**config.mk**
```make
export PLATFORM = sky130hd
export DESIGN_NAME = tesa_div_cell
export DESIGN_NICKNAME = d
export VERILOG_FILES = /design/src/rtl/core/tesa_pkg.sv /design/src/rtl/core/tesa_div_cell.sv
export SDC_FILE = /design/constraint.sdc
export NUM_CORES = 1
export LEC_CHECK = 0
export ABC_AREA = 1
export BUFFER_PORTS_ARGS = -buffer_cell sky130_fd_sc_hd__buf_2
export CORE_MARGIN = 1
export CORE_UTILIZATION = 40
export DETAILED_ROUTE_END_ITERATION = 6
export PLACE_DENSITY = 0.82
export SLEW_MARGIN = 40
export SYNTH_ARGS = -nofsm -noshare
export SYNTH_HDL_FRONTEND = slang
export SYNTH_SLANG_ARGS = --single-unit
```
**constraint.sdc**
```tcl
create_clock -name clock -period 1.7 [get_ports clock]
set_clock_uncertainty 0.2 [all_clocks]
set_input_delay 0.17 -clock clock [delete_from_list [all_inputs] [get_ports clock]]
set_output_delay 0.17 -clock clock [all_outputs]
set_load 0.05 [all_outputs]
```
**src/rtl/core/tesa_pkg.sv**
```systemverilog
// Shared types and constants for the tile edge shadow alpha unit.
// Holds the per-stage word formats of the divider, squarer and root chains.
// Depends on nothing.
package tesa_pkg;

   localparam int TILE_MAX   = 127;   // last pixel index of a 128 pixel tile
   localparam int DIV_STEPS  = 17;    // quotient bits of a Q1.16 ramp
   localparam int ROOT_STEPS = 16;    // result bits of a 32-bit square root
   localparam int NUM_REGS   = 3;

   localparam logic [16:0] Q_ONE = 17'h10000;

   // register indexes
   localparam logic [1:0] REG_SIDE   = 2'd0;
   localparam logic [1:0] REG_TOP    = 2'd1;
   localparam logic [1:0] REG_BOTTOM = 2'd2;

   // ramp lanes; each lane index equals its neighbor flag bit
   localparam int LANE_N = 0;
   localparam int LANE_E = 1;
   localparam int LANE_S = 2;
   localparam int LANE_W = 3;

   // root lanes: side norm, then the four corners
   localparam int ROOT_SIDE = 0;
   localparam int ROOT_NW   = 1;
   localparam int ROOT_NE   = 2;
   localparam int ROOT_SE   = 3;
   localparam int ROOT_SW   = 4;

   typedef struct packed {
      logic [7:0]        flags;
      logic [3:0][7:0]   rem;
      logic [3:0][16:0]  quo;
   } div_word_type;

   typedef struct packed {
      logic [7:0]        flags;
      logic [3:0][32:0]  rsq;   // squared ramp
      logic [3:0][32:0]  asq;   // squared complement of the ramp
   } sq_word_type;

   typedef struct packed {
      logic [3:0]        cflags;
      logic [4:0]        sat;
      logic [4:0][31:0]  val;
      logic [4:0][17:0]  rem;
      logic [4:0][15:0]  root;
   } root_word_type;

endpackage

```
**src/rtl/core/tesa_div_cell.sv**
```systemverilog
// One restoring division step for the four ramp lanes.
// Uses the word formats of tesa_pkg.
module tesa_div_cell import tesa_pkg::*; (
   input  logic              clock,
   input  logic              reset,
   input  logic              advance,
   input  logic              in_valid,
   input  div_word_type      in_data,
   input  logic [3:0][6:0]   divisor,
   output logic              out_valid,
   output div_word_type      out_data
);

   logic          valid_ff;
   div_word_type  data_ff;
   div_word_type  data_in;
   logic [3:0]    qbit;
   logic [3:0][7:0] diff;

   always_comb begin
      data_in.flags = in_data.flags;
      for (int l = 0; l < 4; l++) begin
         qbit[l] = in_data.rem[l] >= {1'b0, divisor[l]};
         diff[l] = qbit[l] ? (in_data.rem[l] - {1'b0, divisor[l]}) : in_data.rem[l];
         data_in.rem[l] = {diff[l][6:0], 1'b0};
         data_in.quo[l] = {in_data.quo[l][15:0], qbit[l]};
      end
   end

   always_ff @(posedge clock) begin
      if (reset) begin
         valid_ff <= 1'b0;
      end else if (advance) begin
         valid_ff <= in_valid;
      end
      if (advance) begin
         data_ff <= data_in;
      end
   end

   assign out_valid = valid_ff;
   assign out_data  = data_ff;

endmodule

```
* After elaboration in Yosys (flattened, before gate mapping)
Index checks and enable logic that the tools add are counted.
W data, S select, Z words.
** Storage, ports and cells
- Flip-flop bits (word level) :: 105
- Output and inout port bits :: 109
- Word-level logic and storage cells :: 22
** Cells by class
- Add/sub/neg operators :: 4
- Order comparisons :: 4
- Muxes and demuxes :: 4
** Operator list (number)
- $ge A8 B7 Y1 :: 4
- $mux W7 :: 4
- $sub A7 B7 Y7 :: 4

* Depth between registers and ports, before layout
- Word-level depth :: 2
- Depth in mapped cells :: 11
- Depth with buffers taken out :: 11

* Worst setup path after synthesis
No wires, ideal clock.
- Path type :: input-to-reg
- Start point :: in in_data[68] in the netlist's numbering
- End point :: reg data_ff (netlist bit out_data[74]), data pin
- Library setup time :: 253 ps
- Arrival time :: 1370 ps
- Path slack :: -124 ps
- Cell stages on the path :: 11
- Path through :: inv_1 ha_1 fa_1 inv_1 nand2_1 nand2_1 nand2_1 o21ai_0 nand2_1 nand3_1 nand2_1
** RTL lines
- start: declaration :: RTL line tesa_div_cell.sv:8 : input div_word_type in_data,
- end signal: assignment :: RTL line tesa_div_cell.sv:37 : data_ff <= data_in;
- end: declaration :: RTL line tesa_div_cell.sv:15 : div_word_type data_ff;

==> flow_summary.json <==
{
  "status": "finished clean",
  "hold_viol_final": 0,
  "clock_latency_ns": 0.34,
  "wire_per_inst_um": 14.7,
  "criticalPathCategory": "primary input to flop",
  "synth_warnings": 0,
  "critPathLaunchType": "primary input",
  "peakVddDrop_uv": 447,
  "reg2reg_setup_slack_ns": 0.32,
  "io_buffers": 240,
  "gr-usage-all-layers_pct": 22.6,
  "hold_depth": 3,
  "io_pins": 249,
  "yosysSeqAreaShare_pct": 60.4,
  "wirelength_um": 15500,
  "vias_per_cell": 4.64,
  "die_w_um": 116,
  "drive_gt1_share_pct": 37.7,
  "start_util_pct": 41.1,
  "drt_iter0_markers": 290,
  "place_congestion": 0.889,
  "grt_pass1_vias": 4637,
  "fin_crit_sh_pct": 96.1,
  "min_path_type": "primary input to flop",
  "grt_antenna_before_repair": 0,
  "core_area_um2": 12700,
  "place_area_um2": 7000,
  "final_common_cell": "buf_2",
  "pre_cts_ws_ns": -0.255,
  "fin_ws_ns": 0.0670,
  "fin_setup_tns_ns": 0,
  "syn_avg_cell_area_um2": 10.6,
  "multiInputGateArea_um2": 1790,
  "synthCells": 493,
  "cts_max_level": 3,
  "n_antenna_cell": 0,
  "final_max_slew_viol_count": 0,
  "hp-start": "in_data[84]",
  "vias": 4884,
  "rr_worst_depth": 3,
  "end_kind": "flop",
  "cts_tree": "yes",
  "p_leak_uw": 0.00406,
  "cts_sinks": 105,
  "grt_overflow_total": 0,
  "dr.pass1.iters": 4,
  "rr_endpoint": "out_valid",
  "clockBufferDepth": 2,
  "dp_hpwl_um": 10400,
  "clk_pin_slew_ns": 0.07,
  "seqCellArea_um2": 3140,
  "fin_nets": 1048,
  "clock.fmax_mhz": 612,
  "reg2reg_from": "out_valid",
  "setup_viol": 0,
  "instances_no_fill": 1052,
  "final_area_um2": 8300,
  "die_h_um": 116,
  "cts_post_setup_buffers_inserted": 0,
  "grt_max_degree": 45,
  "min_to": "out_data[85]",
  "syn_area_um2": 5210,
  "die-area_um2": 13500,
  "route.detailed.drc": 0,
  "path_max_fanout": 5,
  "synth.distinct_cells": 22,
  "cts_buffers": 9,
  "pwr_density_cell_nw_per_um2": 960,
  "fillers": 899,
  "drv_cap": 0,
  "row_count": 41,
  "arrival_ns": 1.51,
  "dpl.cell_count": 943,
  "drtAntennaViolNets": 0,
  "worstPathRequired_ns": 1.58,
  "synth_seq_cells": 105,
  "syn2layout_area_growth_pct": 59.4,
  "final_cell_mix": "buf_2, nand2_1, edfxtp_1, dlygate4sd3_1, inv_1",
  "final_util_pct": 65.5,
  "min_period_ns": 1.63,
  "root_buffer": "clkbuf_16",
  "grt_pass1_wl_um": 22800
}
## worst max path at each step
stage / end / from / cells past startpoint
after floorplan: out_data[74] / in_data[68] / 11
after global placement: out_data[74] / in_data[68] / 12
after detailed placement: out_data[82] / in_data[76] / 12
after CTS: out_data[74] / in_data[68] / 12
after global routing: out_data[79] / in_data[76] / 12
final: out_data[72] / in_data[68] / 12
## metal layers
metal / vias up / share of wire (%) / global-route usage [%]
met1: 2199 / 37 / 24.4
met4: 0 / 4.6 / 12.2
met2: 240 / 51 / 40.2
met3: 58 / 7.3 / 5.96
met5: - / 0 / 0
li1: 2387 / - / -
## sequential cells by signal, indices dropped and copies added (netlist names)
register,cells
out_valid,1
out_data,104
## metrics by stage
step | total power, µW | hold WS, ns
finish | 7960 | 0.00986
global route | 8240 | 0.0180
CTS | 7940 | 0.00381
detailed placement | 5470 | 0.138
global placement | 5420 | 0.133
floorplan | 4770 | 0.0424
## cells in the mapped netlist, drive strengths merged
library cell	count	area share, %
ha	28	6.7
nor2	23	1.9
edfxtp	104	60
inv	91	6.6
nand3	50	5.8
a21oi	8	1.6
conb	1	0.072
o21ai	12	1.2
mux2i	1	0.19
fa	4	1.5
dfxtp	1	0.38
nand4	8	0.96
buf	4	0.58
nand2	145	10
xnor2	8	1.3
or2	4	0.63
xor2	1	0.17
## worst max-delay path: stages
cell	delay, ns
buf_2	0.10
inv_4	0.04
ha_4	0.17
fa_2	0.39
inv_2	0.07
nand2_1	0.04
nand2_1	0.07
nand2_1	0.10
o21ai_2	0.07
nand2_2	0.13
nand3_2	0.09
nand2_1	0.07
## cells by family (layout without fill, tap and decap cells)
family	Yosys count	in the layout	share of synthesized area (%)
and+or+nand+nor	230	230	19.7
DFF	105	105	60.4
buffers and inverters	95	479	7.14
adders and majority gates	32	32	8.27
AOI/OAI and AO/OA	20	20	2.79
xor gates and xnor gates	9	9	1.51
other	1	4	0.0720
muxes	1	1	0.192
## report_power, final
group / leakage, µW / internal (µW) / switching (µW) / total, µW
Clock: 0.000163 / 1430 / 883 / 2320
Combinational: 0.00287 / 791 / 1640 / 2440
Sequential: 0.00103 / 3150 / 65.2 / 3210
## layout make-up
class / instances / share of cell area (%)
multi-input cells: 296 / 21.6
inverters: 91 / 4.27
well taps: 172 / 2.59
repair buffers: 373 / 29.7
clock buffers: 10 / 2.76
flip-flops and latches: 105 / 37.9
clock inverters: 5 / 1.25
## repair_timing
action / 4_1_cts / 5_1_grt
endpoints found under the setup margin: 0 / 10
endpoints found under the hold margin: 99 / 0
hold buffers: 94 / 0
resized for setup: 0 / 8
(Power assumes the default switching activity.)
