$ cat config.mk
export PLATFORM = sky130hd
export DESIGN_NAME = tesa_root_cell
export DESIGN_NICKNAME = d
export VERILOG_FILES = /design/src/rtl/core/tesa_pkg.sv /design/src/rtl/core/tesa_root_cell.sv
export SDC_FILE = /design/constraint.sdc
export NUM_CORES = 1
export LEC_CHECK = 0
export BUFFER_PORTS_ARGS = -buffer_cell sky130_fd_sc_hd__buf_2
export CAP_MARGIN = 20
export CORE_AREA = 2 2 267 269
export DETAILED_ROUTE_END_ITERATION = 10
export DIE_AREA = 0 0 269 271
export PLACE_DENSITY = 0.48
export SETUP_SLACK_MARGIN = 0.02
export SLEW_MARGIN = 15
export SYNTH_ARGS = -nofsm -noshare
export SYNTH_HDL_FRONTEND = slang
export SYNTH_SLANG_ARGS = --single-unit
$ cat constraint.sdc
create_clock -name clock -period 2.9 [get_ports clock]
set_clock_uncertainty 0.1 [all_clocks]
set_input_delay 0.58 -clock clock [delete_from_list [all_inputs] [get_ports clock]]
set_output_delay 0.58 -clock clock [all_outputs]
set_load 0.05 [all_outputs]
$ cat src/rtl/core/tesa_pkg.sv
// Shared types and constants for the tile edge shadow alpha unit.
// Holds the per-stage word formats of the divider, squarer and root chains.
// Depends on nothing.
package tesa_pkg;

   localparam int TILE_MAX   = 127;   // last pixel index of a 128 pixel tile
   localparam int DIV_STEPS  = 17;    // quotient bits of a Q1.16 ramp
   localparam int ROOT_STEPS = 16;    // result bits of a 32-bit square root
   localparam int NUM_REGS   = 3;

   localparam logic [16:0] Q_ONE = 17'h10000;

   // register indexes
   localparam logic [1:0] REG_SIDE   = 2'd0;
   localparam logic [1:0] REG_TOP    = 2'd1;
   localparam logic [1:0] REG_BOTTOM = 2'd2;

   // ramp lanes; each lane index equals its neighbor flag bit
   localparam int LANE_N = 0;
   localparam int LANE_E = 1;
   localparam int LANE_S = 2;
   localparam int LANE_W = 3;

   // root lanes: side norm, then the four corners
   localparam int ROOT_SIDE = 0;
   localparam int ROOT_NW   = 1;
   localparam int ROOT_NE   = 2;
   localparam int ROOT_SE   = 3;
   localparam int ROOT_SW   = 4;

   typedef struct packed {
      logic [7:0]        flags;
      logic [3:0][7:0]   rem;
      logic [3:0][16:0]  quo;
   } div_word_type;

   typedef struct packed {
      logic [7:0]        flags;
      logic [3:0][32:0]  rsq;   // squared ramp
      logic [3:0][32:0]  asq;   // squared complement of the ramp
   } sq_word_type;

   typedef struct packed {
      logic [3:0]        cflags;
      logic [4:0]        sat;
      logic [4:0][31:0]  val;
      logic [4:0][17:0]  rem;
      logic [4:0][15:0]  root;
   } root_word_type;

endpackage

$ cat src/rtl/core/tesa_root_cell.sv
// One digit step of the square root for the five root lanes.
// Uses the word formats of tesa_pkg.
module tesa_root_cell import tesa_pkg::*; (
   input  logic           clock,
   input  logic           reset,
   input  logic           advance,
   input  logic           in_valid,
   input  root_word_type  in_data,
   output logic           out_valid,
   output root_word_type  out_data
);

   logic            valid_ff;
   root_word_type   data_ff;
   root_word_type   data_in;
   logic [4:0][19:0] rem_t;
   logic [4:0][19:0] trial;
   logic [4:0][19:0] diff;
   logic [4:0]       ge;

   always_comb begin
      data_in.cflags = in_data.cflags;
      data_in.sat    = in_data.sat;
      for (int l = 0; l < 5; l++) begin
         rem_t[l] = {in_data.rem[l], in_data.val[l][31:30]};
         trial[l] = {2'b00, in_data.root[l], 2'b01};
         ge[l]    = rem_t[l] >= trial[l];
         diff[l]  = rem_t[l] - trial[l];
         data_in.rem[l]  = ge[l] ? diff[l][17:0] : rem_t[l][17:0];
         data_in.root[l] = {in_data.root[l][14:0], ge[l]};
         data_in.val[l]  = {in_data.val[l][29:0], 2'b00};
      end
   end

   always_ff @(posedge clock) begin
      if (reset) begin
         valid_ff <= 1'b0;
      end else if (advance) begin
         valid_ff <= in_valid;
      end
      if (advance) begin
         data_ff <= data_in;
      end
   end

   assign out_valid = valid_ff;
   assign out_data  = data_ff;

endmodule
# After elaboration in Yosys (flattened, before gate mapping)
# Index checks and enable logic that the tools add are counted.
dict set report word_totals {
  ramBits 0
  wordCells 33
  romBits 0
  regBits 330
  mem_count 0
  latch_bits 0
}
dict set report op_classes {
  div_mod_pow 0
  reduce_logical 0
  n_shift 0
  n_eq_ne 0
  mul 0
  bitwise_logic 0
  n_lt_le_gt_ge 5
  mux 5
  addsub 5
}
# op n
set op_table {}
lappend op_table {{20-bit by 18-bit greater-or-equal comparator with 1-bit output} 5}
lappend op_table {{18-bit 2-to-1 mux} 5}
lappend op_table {{18-bit subtractor} 5}

# Logic depth before layout (Yosys ltp)
# Gate-level depths: netlist of run 1.
dict set report logic_depth {
  depth_word 2
  depth_mapped 11
}

# Worst setup path before layout of run 1
# No wires, ideal clock.
dict set report synth_path {
  path_type {in2reg}
  start {input port in_data[51] in the netlist's numbering}
  end {register data_ff, in the netlist out_data[144] (data pin)}
  stages 11
  path_buffers 2
  setup_ps 260
  slack_ps -105
  arrival_time_ps 2645
  path_cell_list {inv_1 ha_1 a211oi_2 nor2_1 or3_1 buf_2 o21a_1 o21ai_2 o211ai_4 buf_6 mux2_4}
}
# item line_no
set synth_rtl {}
lappend synth_rtl {{from (decl)} tesa_root_cell.sv:8} ;# input root_word_type in_data,
lappend synth_rtl {{to (signal assigned)} tesa_root_cell.sv:42} ;# data_ff <= data_in;
lappend synth_rtl {{to (decl)} tesa_root_cell.sv:14} ;# root_word_type data_ff;

==> impl_metrics.toml, run 1 <==
[sta]
maxSlewViolCount = 0
setup_tns_ns = 0
hold_violations = 0
worstMarginPinSlew_ns = 0.750
finalSetupViolCount = 0
min_period_over_period_pct = 88.6
maxSlewHeadroom_pct = 49.9
worst_slack_ns = 0.331
whs_ns = 0.0816
fmax_mhz = 389
rsz0062_at_grt = "false"
fin_crit_ns = 2.57

[finish]
nNetsFinal = 2396
fin_area_mm2 = 0.0227
synthToLayoutAreaGrowth_pct = 45.9
multi_input_area_mm2 = 0.00529
fin_util_pct = 32.5
post_route_cells_drive_above_1_share_pct = 48.2
seq_area_mm2 = 0.00990
layout_common_cells = "buf_2 (671), edfxtp_1 (329), buf_4 (128), inv_1 (105)"
final_cells = 2945
layout_commonest_cell = "buf_2"
fillers = 7128

[yosys]
synth_compound_area_share_pct = 9.84
synth_top_flop_cell = "edfxtp_1"
synth-seq-area-share_pct = 63.7
synth_top_family_by_area = "compound AO/OA/AOI/OAI gates"
netlist_area_mm2 = 0.0155
synth-xor-area-share_pct = 4.34
yosys_register_bits = 330
synth_edf_count = 329
synth_mux_area_share_pct = 5.99
synthAdderAreaFrac_pct = 7.25
synthCells = 1125
ys_warn_count = 0
synth-simple-area-share_pct = 5.35
synth.avg_cell_area_um2 = 13.8
async_flop_share_pct = 0
synth_cell_types = 59

[detailed_routing]
routed_wl_um = 52800
dr_total_vias = 12200
firstDrtPassIters = 5
ant_nets = 0
drc = 0
vias_per_cell = 4.13
drt_iter0_drc = 644
avgRoutedWirePerCell_um = 17.9

[min_path]
hold_path_depth = 2
min_from = "reset"
whs_endpoint = "out_valid$_SDFFE_PP0P_"
min_path_type = "primary input to flop"

[placement]
placedCellCount = 2859
place_ws_ns = -0.257
placed_cell_area_mm2 = 0.0213
io_buffer_count = 672
gp_congestion = 0.856
hpwl_um = 43100

[setup_path]
end_kind = "flop"
rr_worst_depth = 2
regToRegEndpoint = "out_valid$_SDFFE_PP0P_"
r2r_slack_ns = 2.20
path_max_fanout = 5
cp.required_ns = 3.10
critPathArrivalTime_ns = 2.77
r2r-start = "out_valid$_SDFFE_PP0P_"
critPathKind = "primary input to flop"
startpoint_type = "primary input"

[pwr]
clkPwrFrac_pct = 33.7
p_comb_share_pct = 27.6
leakagePower_nw = 10.0
pwr-share-seq_pct = 38.7
netSwitchingFraction_pct = 33.4
intPower_mw = 10.3
total_power_mw = 15.5
ir_drop_mv = 0.406
p_sw_mw = 5.16
p_per_area_mw_per_mm2 = 682

[grt]
grt-ovfl-total = 0
use_met2_pct = 24.7
busiest_layer = "met2"
met3_usage_pct = 3.14
grt_pass1_vias = 12800
antenna_found_initial = 10
grt_pass1_wl_um = 76900
grt.total_usage_pct = 13.9
grt_use_met1_pct = 16.3
grt_max_degree = 54

[floorplanning]
fp.dieW_um = 269
coreArea_mm2 = 0.0698
dieArea_mm2 = 0.0729
fp.dieH_um = 271
ioPinCount = 683
initial_core_util_pct = 22.3
row_count = 97

[clock_network]
ctsRootBufferMaster = "clkbuf_16"
post_cts_resized = 0
htree_levels = 2
post_cts_buffers = 0
cts_tree = "yes"
cts_hold_buf = 0
cts_sinks = 330
path_clk_slew_ns = 0.06
cts.path.max_buffers = 3
cts_buffers = 42
insertion_delay_ns = 0.55

[job]
maxCapViolations = 0

[status]
status = "finished clean"
[cell type report]
cell class                 count  area share (%)
sequential                   330            43.7
clock buffer                  57            5.02
inverter                     105            1.74
tap                          940            5.19
multi-input combinational    675            23.3
clock inverter                21            1.07
timing repair buffer         809            19.9
antenna                        8          0.0883
[worst max path at each step]
| stage | slack [ns] | start | end |
|---|---|---|---|
| after global routing | 0.14 | in_data[43] | out_data[131]$_DFFE_PP_ |
| after global placement | -0.29 | in_data[32] | out_data[125]$_DFFE_PP_ |
| after detailed placement | -0.26 | in_data[32] | out_data[118]$_DFFE_PP_ |
| after floorplan | 0.03 | in_data[11] | out_data[90]$_DFFE_PP_ |
| after CTS | 0.34 | in_data[32] | out_data[118]$_DFFE_PP_ |
| final | 0.33 | in_data[50] | out_data[151]$_DFFE_PP_ |
[power by group through the flow]
stage / clock, mW / sequential, mW / combinational (mW)
global placement: 0 / 6.09 / 4.28
finish: 5.22 / 5.98 / 4.27
detailed placement: 0 / 6.08 / 4.29
CTS: 5.42 / 5.99 / 4.31
floorplan: 0 / 7.78 / 1.15
global route: 5.62 / 6.03 / 4.54
[metal layers]
metal	up-vias	share of wire, %	routed length (um)
met1	5819	41	21500
met3	62	6.5	3440
li1	5882	-	-
met4	2	2.2	1160
met2	400	51	26700
met5	-	0.025	13
[Yosys cell counts (5+ instances only)]
| cell type | instances | area [um2] |
|---|---|---|
| a2111oi_0 | 7 | 61.3 |
| a21o_1 | 12 | 90.1 |
| and3_1 | 10 | 62.6 |
| o211ai_1 | 8 | 60.1 |
| mux2i_1 | 9 | 90.1 |
| o21ai_0 | 56 | 280 |
| buf_2 | 5 | 25.0 |
| inv_1 | 105 | 394 |
| ha_1 | 90 | 1130 |
| nor2_1 | 55 | 206 |
| a21oi_1 | 78 | 390 |
| nand2b_1 | 9 | 56.3 |
| xor2_1 | 26 | 228 |
| edfxtp_1 | 329 | 9880 |
| nand2_1 | 61 | 229 |
| mux2_4 | 14 | 210 |
| mux2_2 | 55 | 619 |
| xnor2_1 | 51 | 447 |
| buf_4 | 11 | 82.6 |
| nand4_1 | 9 | 56.3 |
| o21a_1 | 16 | 120 |
| nor3_1 | 15 | 75.1 |
| a211oi_1 | 13 | 97.6 |
| clkbuf_1 | 5 | 18.8 |
| nor2b_1 | 7 | 43.8 |
| o21bai_1 | 10 | 75.1 |
[critical path, cell delays in order]
cell       delay, ns
buf_2           0.10
inv_1           0.06
ha_4            0.29
o211ai_1        0.08
o21a_1          0.22
a2111oi_2       0.46
o21ai_0         0.30
o21ai_0         0.29
xor2_1          0.09
mux2_2          0.27
[cells by family after synthesis]
group / Yosys count
DFF: 330
AOI/OAI and AO/OA: 237
and+or+nand+nor: 182
buffers and inverters: 129
adders and majority gates: 90
muxes: 79
xor gates and xnor gates: 77
other: 1
[sequential cells by signal (all words and copies together) (netlist names)]
name	flops
out_data	329
out_valid	1
Note: power is estimated with default switching activity, not from simulation.
==> run 2, diff against run 1 <==
- GPL_TIMING_DRIVEN: unset -> 0
==> run 2 against run 1 <==
Compared with the run above: register-to-register slack better by 0.02 ns; cell count down 3.9%; fmax down 6.2%; critical path depth up 2; sequential power about the same; critical endpoint is now out_data[149]$_DFFE_PP_; largest cell class unchanged; highest routed layer unchanged.
==> impl_metrics.toml, run 2 (synthesis gave the netlist of run 1 again) <==
[sta]
maxSlewViolCount = 0
fin_crit_ns = 2.74
worstMarginPinSlew_ns = 0.841
worst_slack_ns = 0.160
min_period_over_period_pct = 94.5
maxSlewHeadroom_pct = 42.5
rsz0062_at_grt = "false"
finalSetupViolCount = 0
hold_violations = 0
whs_ns = 0.0987
fmax_mhz = 365

[floorplanning]
coreArea_mm2 = 0.0698
dieArea_mm2 = 0.0729
fp.dieW_um = 269
initial_core_util_pct = 22.3
row_count = 97
ioPinCount = 683
fp.dieH_um = 271

[clock_network]
path_clk_slew_ns = 0.05
cts.path.max_buffers = 3
cts_tree = "yes"
cts_buffers = 41
cts_hold_buf = 0
insertion_delay_ns = 0.54
htree_levels = 2
cts_sinks = 330
ctsRootBufferMaster = "clkbuf_16"

[min_path]
hold_path_depth = 2
min_from = "reset"
min_path_type = "primary input to flop"
whs_endpoint = "out_valid$_SDFFE_PP0P_"

[finish]
layout_commonest_cell = "buf_2"
synthToLayoutAreaGrowth_pct = 40.2
nNetsFinal = 2284
multi_input_area_mm2 = 0.00529
post_route_cells_drive_above_1_share_pct = 45.0
largest_register_ffs = 329
seq_area_mm2 = 0.00990
fillers = 7139
layout_common_cells = "buf_2 (675), edfxtp_1 (329), inv_1 (105), ha_1 (78), a21oi_1 (77)"

[grt]
grt_pass1_vias = 12100
antenna_found_initial = 14
grt_max_degree = 106
grt_pass1_wl_um = 73500
grt.total_usage_pct = 13.3
grt-ovfl-total = 0

[pwr]
ir_drop_mv = 0.412
leakagePower_nw = 9.49
total_power_mw = 15.3
p_per_area_mw_per_mm2 = 704

[placement]
hpwl_um = 41200
place_ws_ns = -0.639
io_buffer_count = 672
gp_congestion = 0.840

[setup_path]
critPathArrivalTime_ns = 2.94
r2r-start = "out_valid$_SDFFE_PP0P_"
end_kind = "flop"
critPathKind = "primary input to flop"
rr_worst_depth = 2
r2r_slack_ns = 2.22
path_max_fanout = 10
cp.required_ns = 3.10
startpoint_type = "primary input"
regToRegEndpoint = "out_valid$_SDFFE_PP0P_"

[detailed_routing]
drc = 0
firstDrtPassIters = 5
dr_total_vias = 11700
routed_wl_um = 51000
avgRoutedWirePerCell_um = 18.0
vias_per_cell = 4.13
drt_iter0_drc = 637
ant_nets = 0

[job]
maxCapViolations = 0

[status]
status = "finished clean"
-- run 2: timing repair --
item,in CTS,in global routing
gates resized for setup,0,3
setup buffers,0,0
endpoints found under the setup margin,2,7
-- run 2: critical path, stage by stage --
cell and delay (ns):
buf_2 0.11, inv_1 0.10, ha_4 0.23, nor2_1 0.17
a211oi_1 0.08, or3_1 0.36, buf_2 0.17, o21a_1 0.19
o21ai_2 0.18, o211ai_4 0.20, buf_6 0.26, mux2_4 0.30
-- run 2: worst max path at each step --
stage	from	end	slack, ns	cells past startpoint
2_1_floorplan	in_data[11]	out_data[90]$_DFFE_PP_	0.03	10
3_3_place_gp	advance	out_valid$_SDFFE_PP0P_	-3.92	3
3_5_place_dp	in_data[64]	out_data[163]$_DFFE_PP_	-0.64	11
4_1_cts	in_data[0]	out_data[90]$_DFFE_PP_	0.12	12
5_1_grt	in_data[0]	out_data[90]$_DFFE_PP_	0.03	12
6_report	in_data[49]	out_data[149]$_DFFE_PP_	0.16	12
-- run 2: metal layers --
layer / GRT usage [%] / vias to the layer above / routed length [um] / share of wire [%]
met3: 3.25 / 88 / 3510 / 6.9
met4: 4.74 / 8 / 1480 / 2.9
met5: 0 / - / 48 / 0.094
li1: - / 5635 / - / -
met1: 15.5 / 5522 / 20500 / 40
met2: 23.3 / 439 / 25500 / 50
-- run 2: per-stage QoR --
| step | util [%] | instances | area, um2 | setup TNS (ns) |
|---|---|---|---|---|
| detailed placement | 29.2 | 2749 | 20400 | -25.23 |
| CTS | 31.2 | 2823 | 21800 | 0 |
| floorplan | - | 1134 | 15700 | 0 |
| finish | 31.2 | 2830 | 21800 | 0 |
| global route | 31.2 | 2830 | 21800 | 0 |
| global placement | 29.1 | 2746 | 20300 | -1284.65 |
-- run 2: layout make-up --
type / instances / area share [%]
Antenna cell: 7 / 0.0804
Timing Repair Buffer: 675 / 15.9
Tap cell: 940 / 5.40
Sequential cell: 330 / 45.4
Multi-Input combinational cell: 675 / 24.3
Inverter: 105 / 1.81
Clock buffer: 54 / 5.17
Buffer: 23 / 0.695
Clock inverter: 21 / 1.25
-- run 2: power by group --
group	internal, mW	total, mW	switching, mW
Clock	3.28	5.31	2.03
Combinational	1.16	4.04	2.88
Sequential	5.85	5.98	0.137
==> run 3, diff against run 2 <==
- CELL_PAD_IN_SITES_DETAIL_PLACEMENT: unset -> 1
- CELL_PAD_IN_SITES_GLOBAL_PLACEMENT: unset -> 2
- CORE_AREA: 2 2 267 269 -> 2 2 266 268
- DIE_AREA: 0 0 269 271 -> 0 0 268 270
- PLACE_DENSITY: 0.48 -> 0.68
==> run 3 against run 2 <==
Compared with the run above: cell count is 0.39% lower; clock-buffer cell count down 7; largest power group unchanged; die area fell by 0.74%; combinational power grew 1%; total power down 2.4%; non-clock buffer count rose by 1; sequential power hardly changed; fmax is 2.0% lower.
==> impl_metrics.toml, run 3 (synthesis gave the netlist of run 1 again) <==
[grt]
grt-ovfl-total = 0
grt_pass1_vias = 12800
grt_max_degree = 95
grt.total_usage_pct = 15.0
antenna_found_initial = 21
grt_pass1_wl_um = 81000

[sta]
fmax_mhz = 358
worst_slack_ns = 0.104
fin_crit_ns = 2.80
worstMarginPinSlew_ns = 0.836
maxSlewViolCount = 0
hold_violations = 0
min_period_over_period_pct = 96.4
maxSlewHeadroom_pct = 42.8
finalSetupViolCount = 0
rsz0062_at_grt = "false"

[pwr]
leakagePower_nw = 9.42
p_per_area_mw_per_mm2 = 692
ir_drop_mv = 0.432

[floorplanning]
coreArea_mm2 = 0.0695
initial_core_util_pct = 22.3
fp.dieW_um = 268
ioPinCount = 683
fp.dieH_um = 270
dieArea_mm2 = 0.0724
row_count = 97

[clock_network]
htree_levels = 2
cts_tree = "yes"
path_clk_slew_ns = 0.06
cts.path.max_buffers = 3
insertion_delay_ns = 0.55
ctsRootBufferMaster = "clkbuf_16"
cts_sinks = 330
cts_buffers = 40
post_cts_buffers = 0

[placement]
place_ws_ns = -0.702
hpwl_um = 45800
gp_congestion = 0.836
io_buffer_count = 672
placed_cell_area_mm2 = 0.0204

[detailed_routing]
ant_nets = 0
avgRoutedWirePerCell_um = 19.9
vias_per_cell = 4.24
dr_total_vias = 12000
firstDrtPassIters = 5
routed_wl_um = 56200
drt_iter0_drc = 556
drc = 0

[finish]
layout_common_cells = "buf_2 (675), edfxtp_1 (329), inv_1 (105), a21oi_1 (78), ha_1 (78)"
multi_input_area_mm2 = 0.00529
largest_register_ffs = 329
fin_area_mm2 = 0.0216
post_route_cells_drive_above_1_share_pct = 44.9
fillers = 7849
synthToLayoutAreaGrowth_pct = 39.1
seq_area_mm2 = 0.00990
layout_commonest_cell = "buf_2"
nNetsFinal = 2284

[setup_path]
end_kind = "flop"
critPathKind = "primary input to flop"
cpMaxStageDelayCell = "a21boi_0"
max_stage_delay_ns = 0.57
cp.required_ns = 3.11
startpoint_type = "primary input"
critPathArrivalTime_ns = 3.00
critical_path.top_delay_family = "compound AO/OA/AOI/OAI gates"
path_buf_inv = 2
path_max_fanout = 6
crit_path_cell_trace = "buf_2 > inv_1 > ha_1 > a21oi_1 > o21a_1 > a21boi_0 > o21bai_1 > a311oi_1 > a211oi_1 > mux2_2"

[job]
maxCapViolations = 0

[status]
status = "finished clean"

[min_path]
min_path_type = "primary input to flop"
==> run 3: changes by cell type in the layout (fill, tap and decap cells not counted), sizes merged <==
cell      change
bufinv        -2
clkbuf        -6
clkinv        +1
clkinvlp      -1
diode         -3
==> run 3: final cells by class <==
cell class	count	share of cell area (%)
flip-flops and latches	330	45.8
repair buffers	675	16.0
plain buffers	24	0.735
clock inverters	19	0.984
inverters	105	1.82
clock buffers	47	4.75
multi-input cells	675	24.5
well taps	940	5.44
diodes	4	0.0463
==> run 3: power breakdown <==
part	leakage, nW	switching [mW]	total, mW	internal, mW
registers	3.23	0.125	5.97	5.84
clock network	0.601	2.02	4.90	2.88
logic	5.59	2.93	4.10	1.16
total	9.42	5.08	15.0	9.89
==> run 3: metal layers <==
| layer | track usage [%] | share of wire [%] | vias up |
|---|---|---|---|
| met5 | 0 | 0.19 | - |
| met4 | 5.85 | 3.6 | 16 |
| met3 | 4.49 | 8.1 | 99 |
| met2 | 27.8 | 52 | 441 |
| met1 | 15.7 | 36 | 5766 |
| li1 | - | - | 5628 |
==> run 3: path summary, 6_finish.rpt <==
check | start | to | slack [ns] | cells after the start
min | reset | out_valid$_SDFFE_PP0P_ | 0.08 | 2
max | in_data[3] | out_data[94]$_DFFE_PP_ | 0.10 | 10
max reg2reg | out_valid$_SDFFE_PP0P_ | out_valid$_SDFFE_PP0P_ | 2.20 | 2
min reg2reg | out_valid$_SDFFE_PP0P_ | out_valid$_SDFFE_PP0P_ | 0.44 | 2
==> run 3: per-stage QoR <==
stage	setup TNS [ns]	util, %	instances	hold slack, ns	total power, mW
global route	0	31.1	2817	0.0505	15.6
floorplan	0	-	1134	0.552	8.93
global placement	-1328.69	29.2	2746	0.421	10.2
detailed placement	-28.08	29.3	2749	0.425	10.2
finish	0	31.1	2819	0.0805	15.0
CTS	0	31.1	2815	0.0334	15.3
==> run 3: timing repair <==
| item | 4_1_cts | 5_1_grt |
|---|---|---|
| gates cloned | 0 | 0 |
| setup endpoints to repair | 9 | 9 |
| pin swaps | 0 | 0 |
| hold buffers | 0 | 0 |
| gates resized for setup | 1 | 3 |
==> run 3: worst reg2reg max path, delay by kind of cell, from the launching register on <==
family / cells / cell delay [ns]
AND/OR/NAND/NOR: 1 / 0.05
multiplexers: 1 / 0.13
flip-flops: 1 / 0.33
